## src/rtl/ovlt_pkg.sv

```systemverilog
// Shared types and codes for the ordered value list table.
package ovlt_pkg;

    typedef enum logic [1:0] {
        CMD_APPEND = 2'd0,
        CMD_SEARCH = 2'd1,
        CMD_DELETE = 2'd2,
        CMD_UPDATE = 2'd3
    } t_cmd;

    typedef enum logic [1:0] {
        ST_OK      = 2'd0,
        ST_NOMATCH = 2'd1,
        ST_FULL    = 2'd2
    } t_status;

    typedef enum logic [2:0] {
        S_IDLE,
        S_APPEND,
        S_SCAN,
        S_ACT,
        S_SHIFT,
        S_DONE
    } t_state;

    typedef struct packed {
        logic    load;
        logic    step;
        logic    start_shift;
        logic    shift_wr;
        logic    wr_append;
        logic    wr_update;
        logic    inc_count;
        logic    dec_count;
        logic    set_status;
        t_status status;
        logic    out_load;
    } t_dp_cmd;

    typedef struct packed {
        t_cmd cmd;
        logic full;
        logic match;
        logic walk_end;
        logic out_free;
    } t_dp_sts;

endpackage

```

## src/rtl/ordered_value_list_table_core.sv

```systemverilog
// Top level of the ordered value list table: controller plus datapath.
//
//  channel  | handshake                    | payload
//  ---------+------------------------------+---------------------------------------
//  request  | i_in_valid / o_in_ready      | i_command, i_key, i_replacement
//  result   | o_out_valid / i_out_ready    | o_status, o_entry_count
//
// One request at a time. Search, update and delete scan, and delete then shifts the later
// entries, walking the single-port-read entry RAM one slot per cycle.
// Reset clears the count and control; the entry RAM is not cleared.
// A new request is accepted while a result waits; a stalled result holds the next one.
module ordered_value_list_table_core import ovlt_pkg::*; #(
    parameter int CAPACITY = 64
) (
    input  logic        i_clk,
    input  logic        i_rst_n,
    input  logic        i_in_valid,
    output logic        o_in_ready,
    input  logic [1:0]  i_command,
    input  logic [31:0] i_key,
    input  logic [31:0] i_replacement,
    output logic        o_out_valid,
    input  logic        i_out_ready,
    output logic [1:0]  o_status,
    output logic [6:0]  o_entry_count
);

    t_dp_cmd dp_cmd;
    t_dp_sts dp_sts;

    ovlt_ctrl u_ctrl (
        .i_clk     (i_clk),
        .i_rst_n   (i_rst_n),
        .i_in_valid(i_in_valid),
        .o_in_ready(o_in_ready),
        .i_sts     (dp_sts),
        .o_cmd     (dp_cmd)
    );

    ovlt_dp #(
        .CAPACITY(CAPACITY)
    ) u_dp (
        .i_clk        (i_clk),
        .i_rst_n      (i_rst_n),
        .i_cmd        (dp_cmd),
        .o_sts        (dp_sts),
        .i_command    (i_command),
        .i_key        (i_key),
        .i_replacement(i_replacement),
        .i_out_ready  (i_out_ready),
        .o_out_valid  (o_out_valid),
        .o_status     (o_status),
        .o_entry_count(o_entry_count)
    );

endmodule

```

## src/rtl/ovlt_ram.sv

```systemverilog
// Generic simple dual-port RAM with registered read.
module ovlt_ram #(
    parameter int WIDTH = 32,
    parameter int DEPTH = 64
) (
    input  logic                     i_clk,
    input  logic                     i_wr_en,
    input  logic [$clog2(DEPTH)-1:0] i_wr_addr,
    input  logic [WIDTH-1:0]         i_wr_data,
    input  logic                     i_rd_en,
    input  logic [$clog2(DEPTH)-1:0] i_rd_addr,
    output logic [WIDTH-1:0]         o_rd_data
);

    logic [WIDTH-1:0] r_mem [DEPTH];
    logic [WIDTH-1:0] r_rd_data;

    always_ff @(posedge i_clk) begin
        if (i_wr_en) begin
            r_mem[i_wr_addr] <= i_wr_data;
        end
        if (i_rd_en) begin
            r_rd_data <= r_mem[i_rd_addr];
        end
    end

    assign o_rd_data = r_rd_data;

endmodule

```

## src/rtl/ovlt_dp.sv

```systemverilog
// Datapath: request registers, entry store, walk pointer, count and result register.
module ovlt_dp import ovlt_pkg::*; #(
    parameter int CAPACITY = 64
) (
    input  logic        i_clk,
    input  logic        i_rst_n,
    input  t_dp_cmd     i_cmd,
    output t_dp_sts     o_sts,
    input  logic [1:0]  i_command,
    input  logic [31:0] i_key,
    input  logic [31:0] i_replacement,
    input  logic        i_out_ready,
    output logic        o_out_valid,
    output logic [1:0]  o_status,
    output logic [6:0]  o_entry_count
);

    localparam int AW = $clog2(CAPACITY);
    localparam int CW = $clog2(CAPACITY + 1);

    t_cmd          r_cmd;
    logic [31:0]   r_key;
    logic [31:0]   r_repl;
    logic [CW-1:0] r_count;
    logic [CW-1:0] n_count;
    logic [CW-1:0] r_idx;
    logic          r_pend;
    logic [AW-1:0] r_pend_addr;
    t_status       r_status;
    logic          r_out_valid;
    t_status       r_out_status;
    logic [6:0]    r_out_count;

    logic          rd_lt;
    logic          rd_en;
    logic [31:0]   rd_data;
    logic          wr_en;
    logic [AW-1:0] wr_addr;
    logic [31:0]   wr_data;

    assign rd_lt = (r_idx < r_count);
    assign rd_en = i_cmd.step && rd_lt;

    always_comb begin
        wr_en   = 1'b0;
        wr_addr = r_pend_addr;
        wr_data = rd_data;
        if (i_cmd.wr_append) begin
            wr_en   = 1'b1;
            wr_addr = r_count[AW-1:0];
            wr_data = r_key;
        end else if (i_cmd.wr_update) begin
            wr_en   = 1'b1;
            wr_addr = r_pend_addr;
            wr_data = r_repl;
        end else if (i_cmd.shift_wr && r_pend) begin
            wr_en   = 1'b1;
            wr_addr = r_pend_addr - AW'(1);
            wr_data = rd_data;
        end
    end

    ovlt_ram #(
        .WIDTH(32),
        .DEPTH(CAPACITY)
    ) u_ram (
        .i_clk    (i_clk),
        .i_wr_en  (wr_en),
        .i_wr_addr(wr_addr),
        .i_wr_data(wr_data),
        .i_rd_en  (rd_en),
        .i_rd_addr(r_idx[AW-1:0]),
        .o_rd_data(rd_data)
    );

    always_comb begin
        n_count = r_count;
        if (i_cmd.inc_count) begin
            n_count = r_count + CW'(1);
        end else if (i_cmd.dec_count) begin
            n_count = r_count - CW'(1);
        end
    end

    always_ff @(posedge i_clk) begin
        if (i_cmd.load) begin
            r_cmd  <= t_cmd'(i_command);
            r_key  <= i_key;
            r_repl <= i_replacement;
            r_idx  <= '0;
        end else if (i_cmd.start_shift) begin
            r_idx <= CW'(r_pend_addr) + CW'(1);
        end else if (rd_en) begin
            r_idx <= r_idx + CW'(1);
        end
        if (i_cmd.step) begin
            r_pend_addr <= r_idx[AW-1:0];
        end
        if (i_cmd.set_status) begin
            r_status <= i_cmd.status;
        end
        if (i_cmd.out_load) begin
            r_out_status <= r_status;
            r_out_count  <= 7'(r_count);
        end
    end

    always_ff @(posedge i_clk) begin
        if (!i_rst_n) begin
            r_count     <= '0;
            r_pend      <= 1'b0;
            r_out_valid <= 1'b0;
        end else begin
            r_count <= n_count;
            if (i_cmd.load || i_cmd.start_shift) begin
                r_pend <= 1'b0;
            end else if (i_cmd.step) begin
                r_pend <= rd_lt;
            end
            if (i_cmd.out_load) begin
                r_out_valid <= 1'b1;
            end else if (i_out_ready) begin
                r_out_valid <= 1'b0;
            end
        end
    end

    assign o_sts.cmd      = r_cmd;
    assign o_sts.full     = (r_count == CW'(CAPACITY));
    assign o_sts.match    = r_pend && (rd_data == r_key);
    assign o_sts.walk_end = !rd_lt && !r_pend;
    assign o_sts.out_free = !r_out_valid || i_out_ready;

    assign o_out_valid   = r_out_valid;
    assign o_status      = r_out_status;
    assign o_entry_count = r_out_count;

endmodule

```

## src/rtl/ovlt_ctrl.sv

```systemverilog
// Controller: state machine sequencing append, scan, update and delete shift.
module ovlt_ctrl import ovlt_pkg::*; (
    input  logic    i_clk,
    input  logic    i_rst_n,
    input  logic    i_in_valid,
    output logic    o_in_ready,
    input  t_dp_sts i_sts,
    output t_dp_cmd o_cmd
);

    t_state r_state;
    t_state n_state;

    always_ff @(posedge i_clk) begin
        if (!i_rst_n) begin
            r_state <= S_IDLE;
        end else begin
            r_state <= n_state;
        end
    end

    always_comb begin
        n_state = r_state;
        unique case (r_state)
            S_IDLE: begin
                if (i_in_valid) begin
                    n_state = S_SCAN;
                end
            end
            S_APPEND: n_state = S_DONE;
            S_SCAN: begin
                if (i_sts.match) begin
                    n_state = S_ACT;
                end else if (i_sts.walk_end) begin
                    n_state = S_DONE;
                end
            end
            S_ACT: begin
                if (i_sts.cmd == CMD_DELETE) begin
                    n_state = S_SHIFT;
                end else begin
                    n_state = S_DONE;
                end
            end
            S_SHIFT: begin
                if (i_sts.walk_end) begin
                    n_state = S_DONE;
                end
            end
            S_DONE: begin
                if (i_sts.out_free) begin
                    n_state = S_IDLE;
                end
            end
            default: n_state = S_IDLE;
        endcase
        if (r_state == S_SCAN && i_sts.cmd == CMD_APPEND) begin
            n_state = S_APPEND;
        end
    end

    always_comb begin
        o_cmd        = '0;
        o_cmd.status = ST_OK;
        o_in_ready   = 1'b0;
        unique case (r_state)
            S_IDLE: begin
                o_in_ready = 1'b1;
                o_cmd.load = i_in_valid;
            end
            S_APPEND: begin
                o_cmd.set_status = 1'b1;
                if (i_sts.full) begin
                    o_cmd.status = ST_FULL;
                end else begin
                    o_cmd.wr_append = 1'b1;
                    o_cmd.inc_count = 1'b1;
                end
            end
            S_SCAN: begin
                if (i_sts.cmd != CMD_APPEND && !i_sts.match) begin
                    if (i_sts.walk_end) begin
                        o_cmd.set_status = 1'b1;
                        o_cmd.status     = ST_NOMATCH;
                    end else begin
                        o_cmd.step = 1'b1;
                    end
                end
            end
            S_ACT: begin
                o_cmd.set_status = 1'b1;
                unique case (i_sts.cmd)
                    CMD_UPDATE: o_cmd.wr_update   = 1'b1;
                    CMD_DELETE: o_cmd.start_shift = 1'b1;
                    default:    o_cmd.set_status  = 1'b1;
                endcase
            end
            S_SHIFT: begin
                if (i_sts.walk_end) begin
                    o_cmd.dec_count = 1'b1;
                end else begin
                    o_cmd.step     = 1'b1;
                    o_cmd.shift_wr = 1'b1;
                end
            end
            S_DONE: begin
                o_cmd.out_load = i_sts.out_free;
            end
            default: o_cmd = '0;
        endcase
    end

endmodule

```

## config.mk

```make
export PLATFORM = sky130hd
export DESIGN_NAME = ordered_value_list_table_core
export DESIGN_NICKNAME = d
export VERILOG_FILES = /design/src/rtl/ovlt_pkg.sv /design/src/rtl/ordered_value_list_table_core.sv /design/src/rtl/ovlt_ram.sv /design/src/rtl/ovlt_dp.sv /design/src/rtl/ovlt_ctrl.sv
export SDC_FILE = /design/constraint.sdc
export NUM_CORES = 2
export LEC_CHECK = 0
export ABC_AREA = 1
export ABC_CLOCK_PERIOD_IN_PS = 4700
export BUFFER_PORTS_ARGS = -buffer_cell sky130_fd_sc_hd__buf_2
export CORE_MARGIN = 2
export CORE_UTILIZATION = 45
export DETAILED_ROUTE_END_ITERATION = 8
export HOLD_SLACK_MARGIN = 0.02
export PLACE_DENSITY = 0.59
export RECOVER_POWER = 50
export REMOVE_ABC_BUFFERS = 1
export SETUP_SLACK_MARGIN = 0.02
export SYNTH_ARGS = -nofsm -noshare
export SYNTH_HDL_FRONTEND = slang
export SYNTH_SLANG_ARGS = --single-unit
```

## constraint.sdc

```tcl
create_clock -name i_clk -period 4.7 [get_ports i_clk]
set_input_delay 0.235 -clock i_clk [delete_from_list [all_inputs] [get_ports i_clk]]
set_output_delay 0.235 -clock i_clk [all_outputs]
set_load 0.02 [all_outputs]
```

==> impl_metrics.py <==
metrics = {
    "synth": {
        "synth-main-ff-cell": "edfxtp_1",
        "syn_inst": 6665,
        "ys_types": 45,
        "synth_area_per_cell_sq_um": 12.9,
        "synth.top_cell.area_share_pct": 75.3,
        "ys_warn_count": 0,
        "synth_top_area_cell": "edfxtp_1",
        "synth_edf_count": 2163,
        "async_reset_ff_share_pct": 0,
        "ys_seq_area_share_pct": 75.8,
        "syn_area_sq_mm": 0.0862,
        "ys_ff_latch": 2182,
        "ys_top_cells_by_area": "edfxtp_1 (75%), o21ai_0 (7.3%), nor2_1 (5.9%), o22ai_1 (4.4%), nand2_1 (1.6%)",
    },
    "setup_path": {
        "reg2reg_to": "u_dp.u_ram.r_mem[11][29]$_DFFE_PP_",
        "critical_path_class": "flop to flop",
        "crit_path_max_fanout": 17,
        "cp-start-kind": "flop",
        "r2r-start": "u_ctrl.r_state[0]$_SDFFE_PN0P_",
        "worstPathRequired_ns": 5.15,
        "rrSetupSlack_ns": 0.51,
        "reg2reg_depth": 12,
        "cp.arrival_ns": 4.63,
        "cp-end-kind": "flop",
    },
    "clock_tree": {
        "cts_tree": "built",
        "htreeDepth": 4,
        "postCtsSetupBuffers": 0,
        "cts_buffers": 216,
        "ctsRootBufferMaster": "clkbuf_16",
        "clk_path_buf_depth": 3,
        "clk_latency_ns": 0.86,
        "clk_pin_slew_worst_paths_ns": 0.06,
        "numClockSinks": 2182,
    },
    "floorplan": {
        "core-area_sq_mm": 0.190,
        "initial_core_util_pct": 45.3,
        "die_h_um": 442,
        "rows": 160,
        "die_w_um": 442,
        "io_pins": 81,
        "die_area_sq_mm": 0.195,
    },
    "min_path": {
        "hold_path_end": "u_dp.r_repl[21]$_DFFE_PP_",
        "hold_path.class": "primary input to flop",
        "min-delay-start": "i_replacement[21]",
        "min_path_cells": 2,
    },
    "run_status": {
        "violations": "capacitance limit, slew limit",
        "status": "complete, but fails checks",
    },
    "final_layout": {
        "final_area_sq_mm": 0.0984,
        "fin_nets": 6876,
        "multiInputGateArea_sq_mm": 0.0192,
        "area_growth_syn_to_layout_pct": 14.1,
        "drive_gt1_share_pct": 9.79,
        "fillers": 15987,
        "instances_no_fill": 9493,
        "seq_area_sq_mm": 0.0653,
    },
    "route": {
        "ant_nets": 0,
        "detail_route.iter0.violations": 7672,
        "drc": 0,
        "wirelength_mm": 264,
        "first_pass_iters": 7,
        "via_per_inst": 6.05,
        "via_count": 57458,
        "wl_per_cell_um": 27.8,
    },
    "grt": {
        "grt_overflow": 0,
        "antenna_found_initial": 8,
        "grt_pass1_vias": 54359,
        "grt_usage_pct": 26.5,
        "grt_max_degree": 127,
        "grt_pass1_wl_mm": 379,
    },
    "pwr": {
        "power_density_mw_per_mm2": 601,
        "p_seq_share_pct": 44.7,
        "p_leak_uw": 0.0322,
        "p_switching_uw": 20200,
        "p_int_uw": 39000,
        "swShare_pct": 34.1,
        "p_clk_share_pct": 28.7,
        "comb_power_share_pct": 26.6,
        "ir_drop_mv": 0.453,
    },
    "place": {
        "dp_slack_ns": 0.923,
        "portBuffers": 80,
        "dpl.cell_count": 9014,
        "placed_area_sq_mm": 0.0913,
        "gp_congestion": 0.874,
        "place_hpwl_mm": 145,
    },
    "sta": {
        "finalSetupViolCount": 0,
        "period_share_pct": 89.1,
        "min_period_ns": 4.19,
        "max_freq_ghz": 0.239,
        "skew_ns": 0.0556,
        "setup_slack_ns": 0.512,
        "hold_viol": 0,
        "rsz0062_at_grt": "false",
        "slew_violations": 1252,
        "fin_tns_setup_ns": 0,
        "worst_pin_slew_ns": 2.83,
        "relSlewSlack_pct": -88.8,
    },
    "job": {
        "cap_violations": 28,
    },
}
per-layer routing:
metal / up-vias / GRT usage, % / part of all wire [%]
li1: 25013 / - / -
met1: 29136 / 37.1 / 41
met2: 2835 / 41.9 / 47
met3: 472 / 3.92 / 8.4
met4: 2 / 10.4 / 4.0
met5: - / 0 / 0.0042
placed cells by master (no fill, tap or decap), drive strengths merged, types with 99 or more instances in the layout:
cell / count
o22ai: 602
buf: 239
nand2: 368
clkinv: 112
o21ai: 1326
inv: 108
clkbuf: 324
nor2: 1371
nand3: 99
edfxtp: 2163
repair_timing:
| action | CTS | global route |
|---|---|---|
| hold buffers | 69 | 0 |
| hold endpoints to repair | 81 | 0 |
| gates resized for setup | 0 | 0 |
metrics by stage:
stage               util (%)  hold slack, ns  total power [uW]
floorplan                  -           0.334             35400
global placement        48.0           0.411             42200
detailed placement      48.0           0.413             42500
CTS                     52.0          0.0492             59300
global route            51.7          0.0792             61300
finish                  51.7           0.109             59200
critical path: stages (launching register included):
cell      delay [ns]
dfxtp_1         0.35
inv_2           0.07
nor2_2          0.15
inv_2           0.08
nor2_1          0.17
nand2_4         0.18
inv_1           0.21
buf_4           0.30
nor3_1          0.13
nor2_2          0.37
nand3_2         0.42
nor2_1          0.25
clkbuf_1        1.09
Yosys cell counts, types with 8 or more instances:
cell type / n
a21oi_1: 61
buf_1: 21
buf_2: 95
clkbuf_1: 338
dfxtp_1: 19
edfxtp_1: 2163
ha_1: 14
inv_1: 92
nand2_1: 358
nand2_2: 10
nand3_1: 91
nand3_2: 8
nor2_1: 1366
o211ai_1: 23
o21ai_0: 1256
o21ai_1: 66
o22ai_1: 602
xnor2_1: 9
xor2_1: 9
cell families after synthesis:
| kind of cell | after synthesis | share of synthesized area, % |
|---|---|---|
| compound gates | 2031 | 12.8 |
| xor+xnor | 18 | 0.183 |
| fa+ha+maj | 15 | 0.226 |
| buf+inv | 562 | 2.61 |
| flops | 2182 | 75.8 |
| simple gates | 1857 | 8.40 |
sequential cells by signal (all words and copies together), names as in the netlist, 2 cells and up:
register,cells
u_dp.r_repl,32
u_dp.r_cmd,2
u_dp.r_count,7
u_dp.u_ram.o_rd_data,32
u_dp.r_status,2
u_dp.r_key,32
u_ctrl.r_state,3
u_dp.r_pend_addr,6
u_dp.o_entry_count,7
u_dp.r_idx,7
u_dp.o_status,2
u_dp.u_ram.r_mem,2048
how the worst max path moves through the flow:
stage | end | slack (ns) | depth (start not counted) | start
after global routing | u_dp.u_ram.r_mem[22][12]$_DFFE_PP_ | 0.35 | 10 | u_dp.r_count[0]$_SDFFE_PN0P_
after floorplan | u_dp.u_ram.o_rd_data[0]$_DFFE_PP_ | -29.94 | 13 | u_dp.r_idx[0]$_SDFFE_PP0P_
after detailed placement | u_dp.u_ram.r_mem[15][28]$_DFFE_PP_ | 0.92 | 10 | u_dp.r_count[0]$_SDFFE_PN0P_
final | u_dp.u_ram.r_mem[11][29]$_DFFE_PP_ | 0.51 | 12 | u_ctrl.r_state[0]$_SDFFE_PN0P_
after global placement | u_dp.u_ram.r_mem[15][28]$_DFFE_PP_ | 0.84 | 10 | u_dp.r_count[0]$_SDFFE_PN0P_
after CTS | u_dp.u_ram.r_mem[15][9]$_DFFE_PP_ | 0.90 | 10 | u_dp.r_count[0]$_SDFFE_PN0P_
cell type report:
type                       instances  share of cell area (%)
sequential                      2182                    66.4
clock inverter                   140                    1.34
clock buffer                     265                    5.72
tap                             2511                    3.19
multi-input combinational       3921                    19.5
inverter                         103                   0.425
antenna                            4                  0.0102
timing repair buffer             367                    3.45
power groups by stage:
stage / combinational [uW] / clock (uW) / sequential, uW
CTS: 15800 / 17100 / 26300
global route: 17000 / 17900 / 26500
finish: 15800 / 17000 / 26400
global placement: 15500 / 0 / 26700
detailed placement: 15800 / 0 / 26700
floorplan: 7630 / 0 / 27800
No activity file was read; power rests on OpenSTA's default activity.
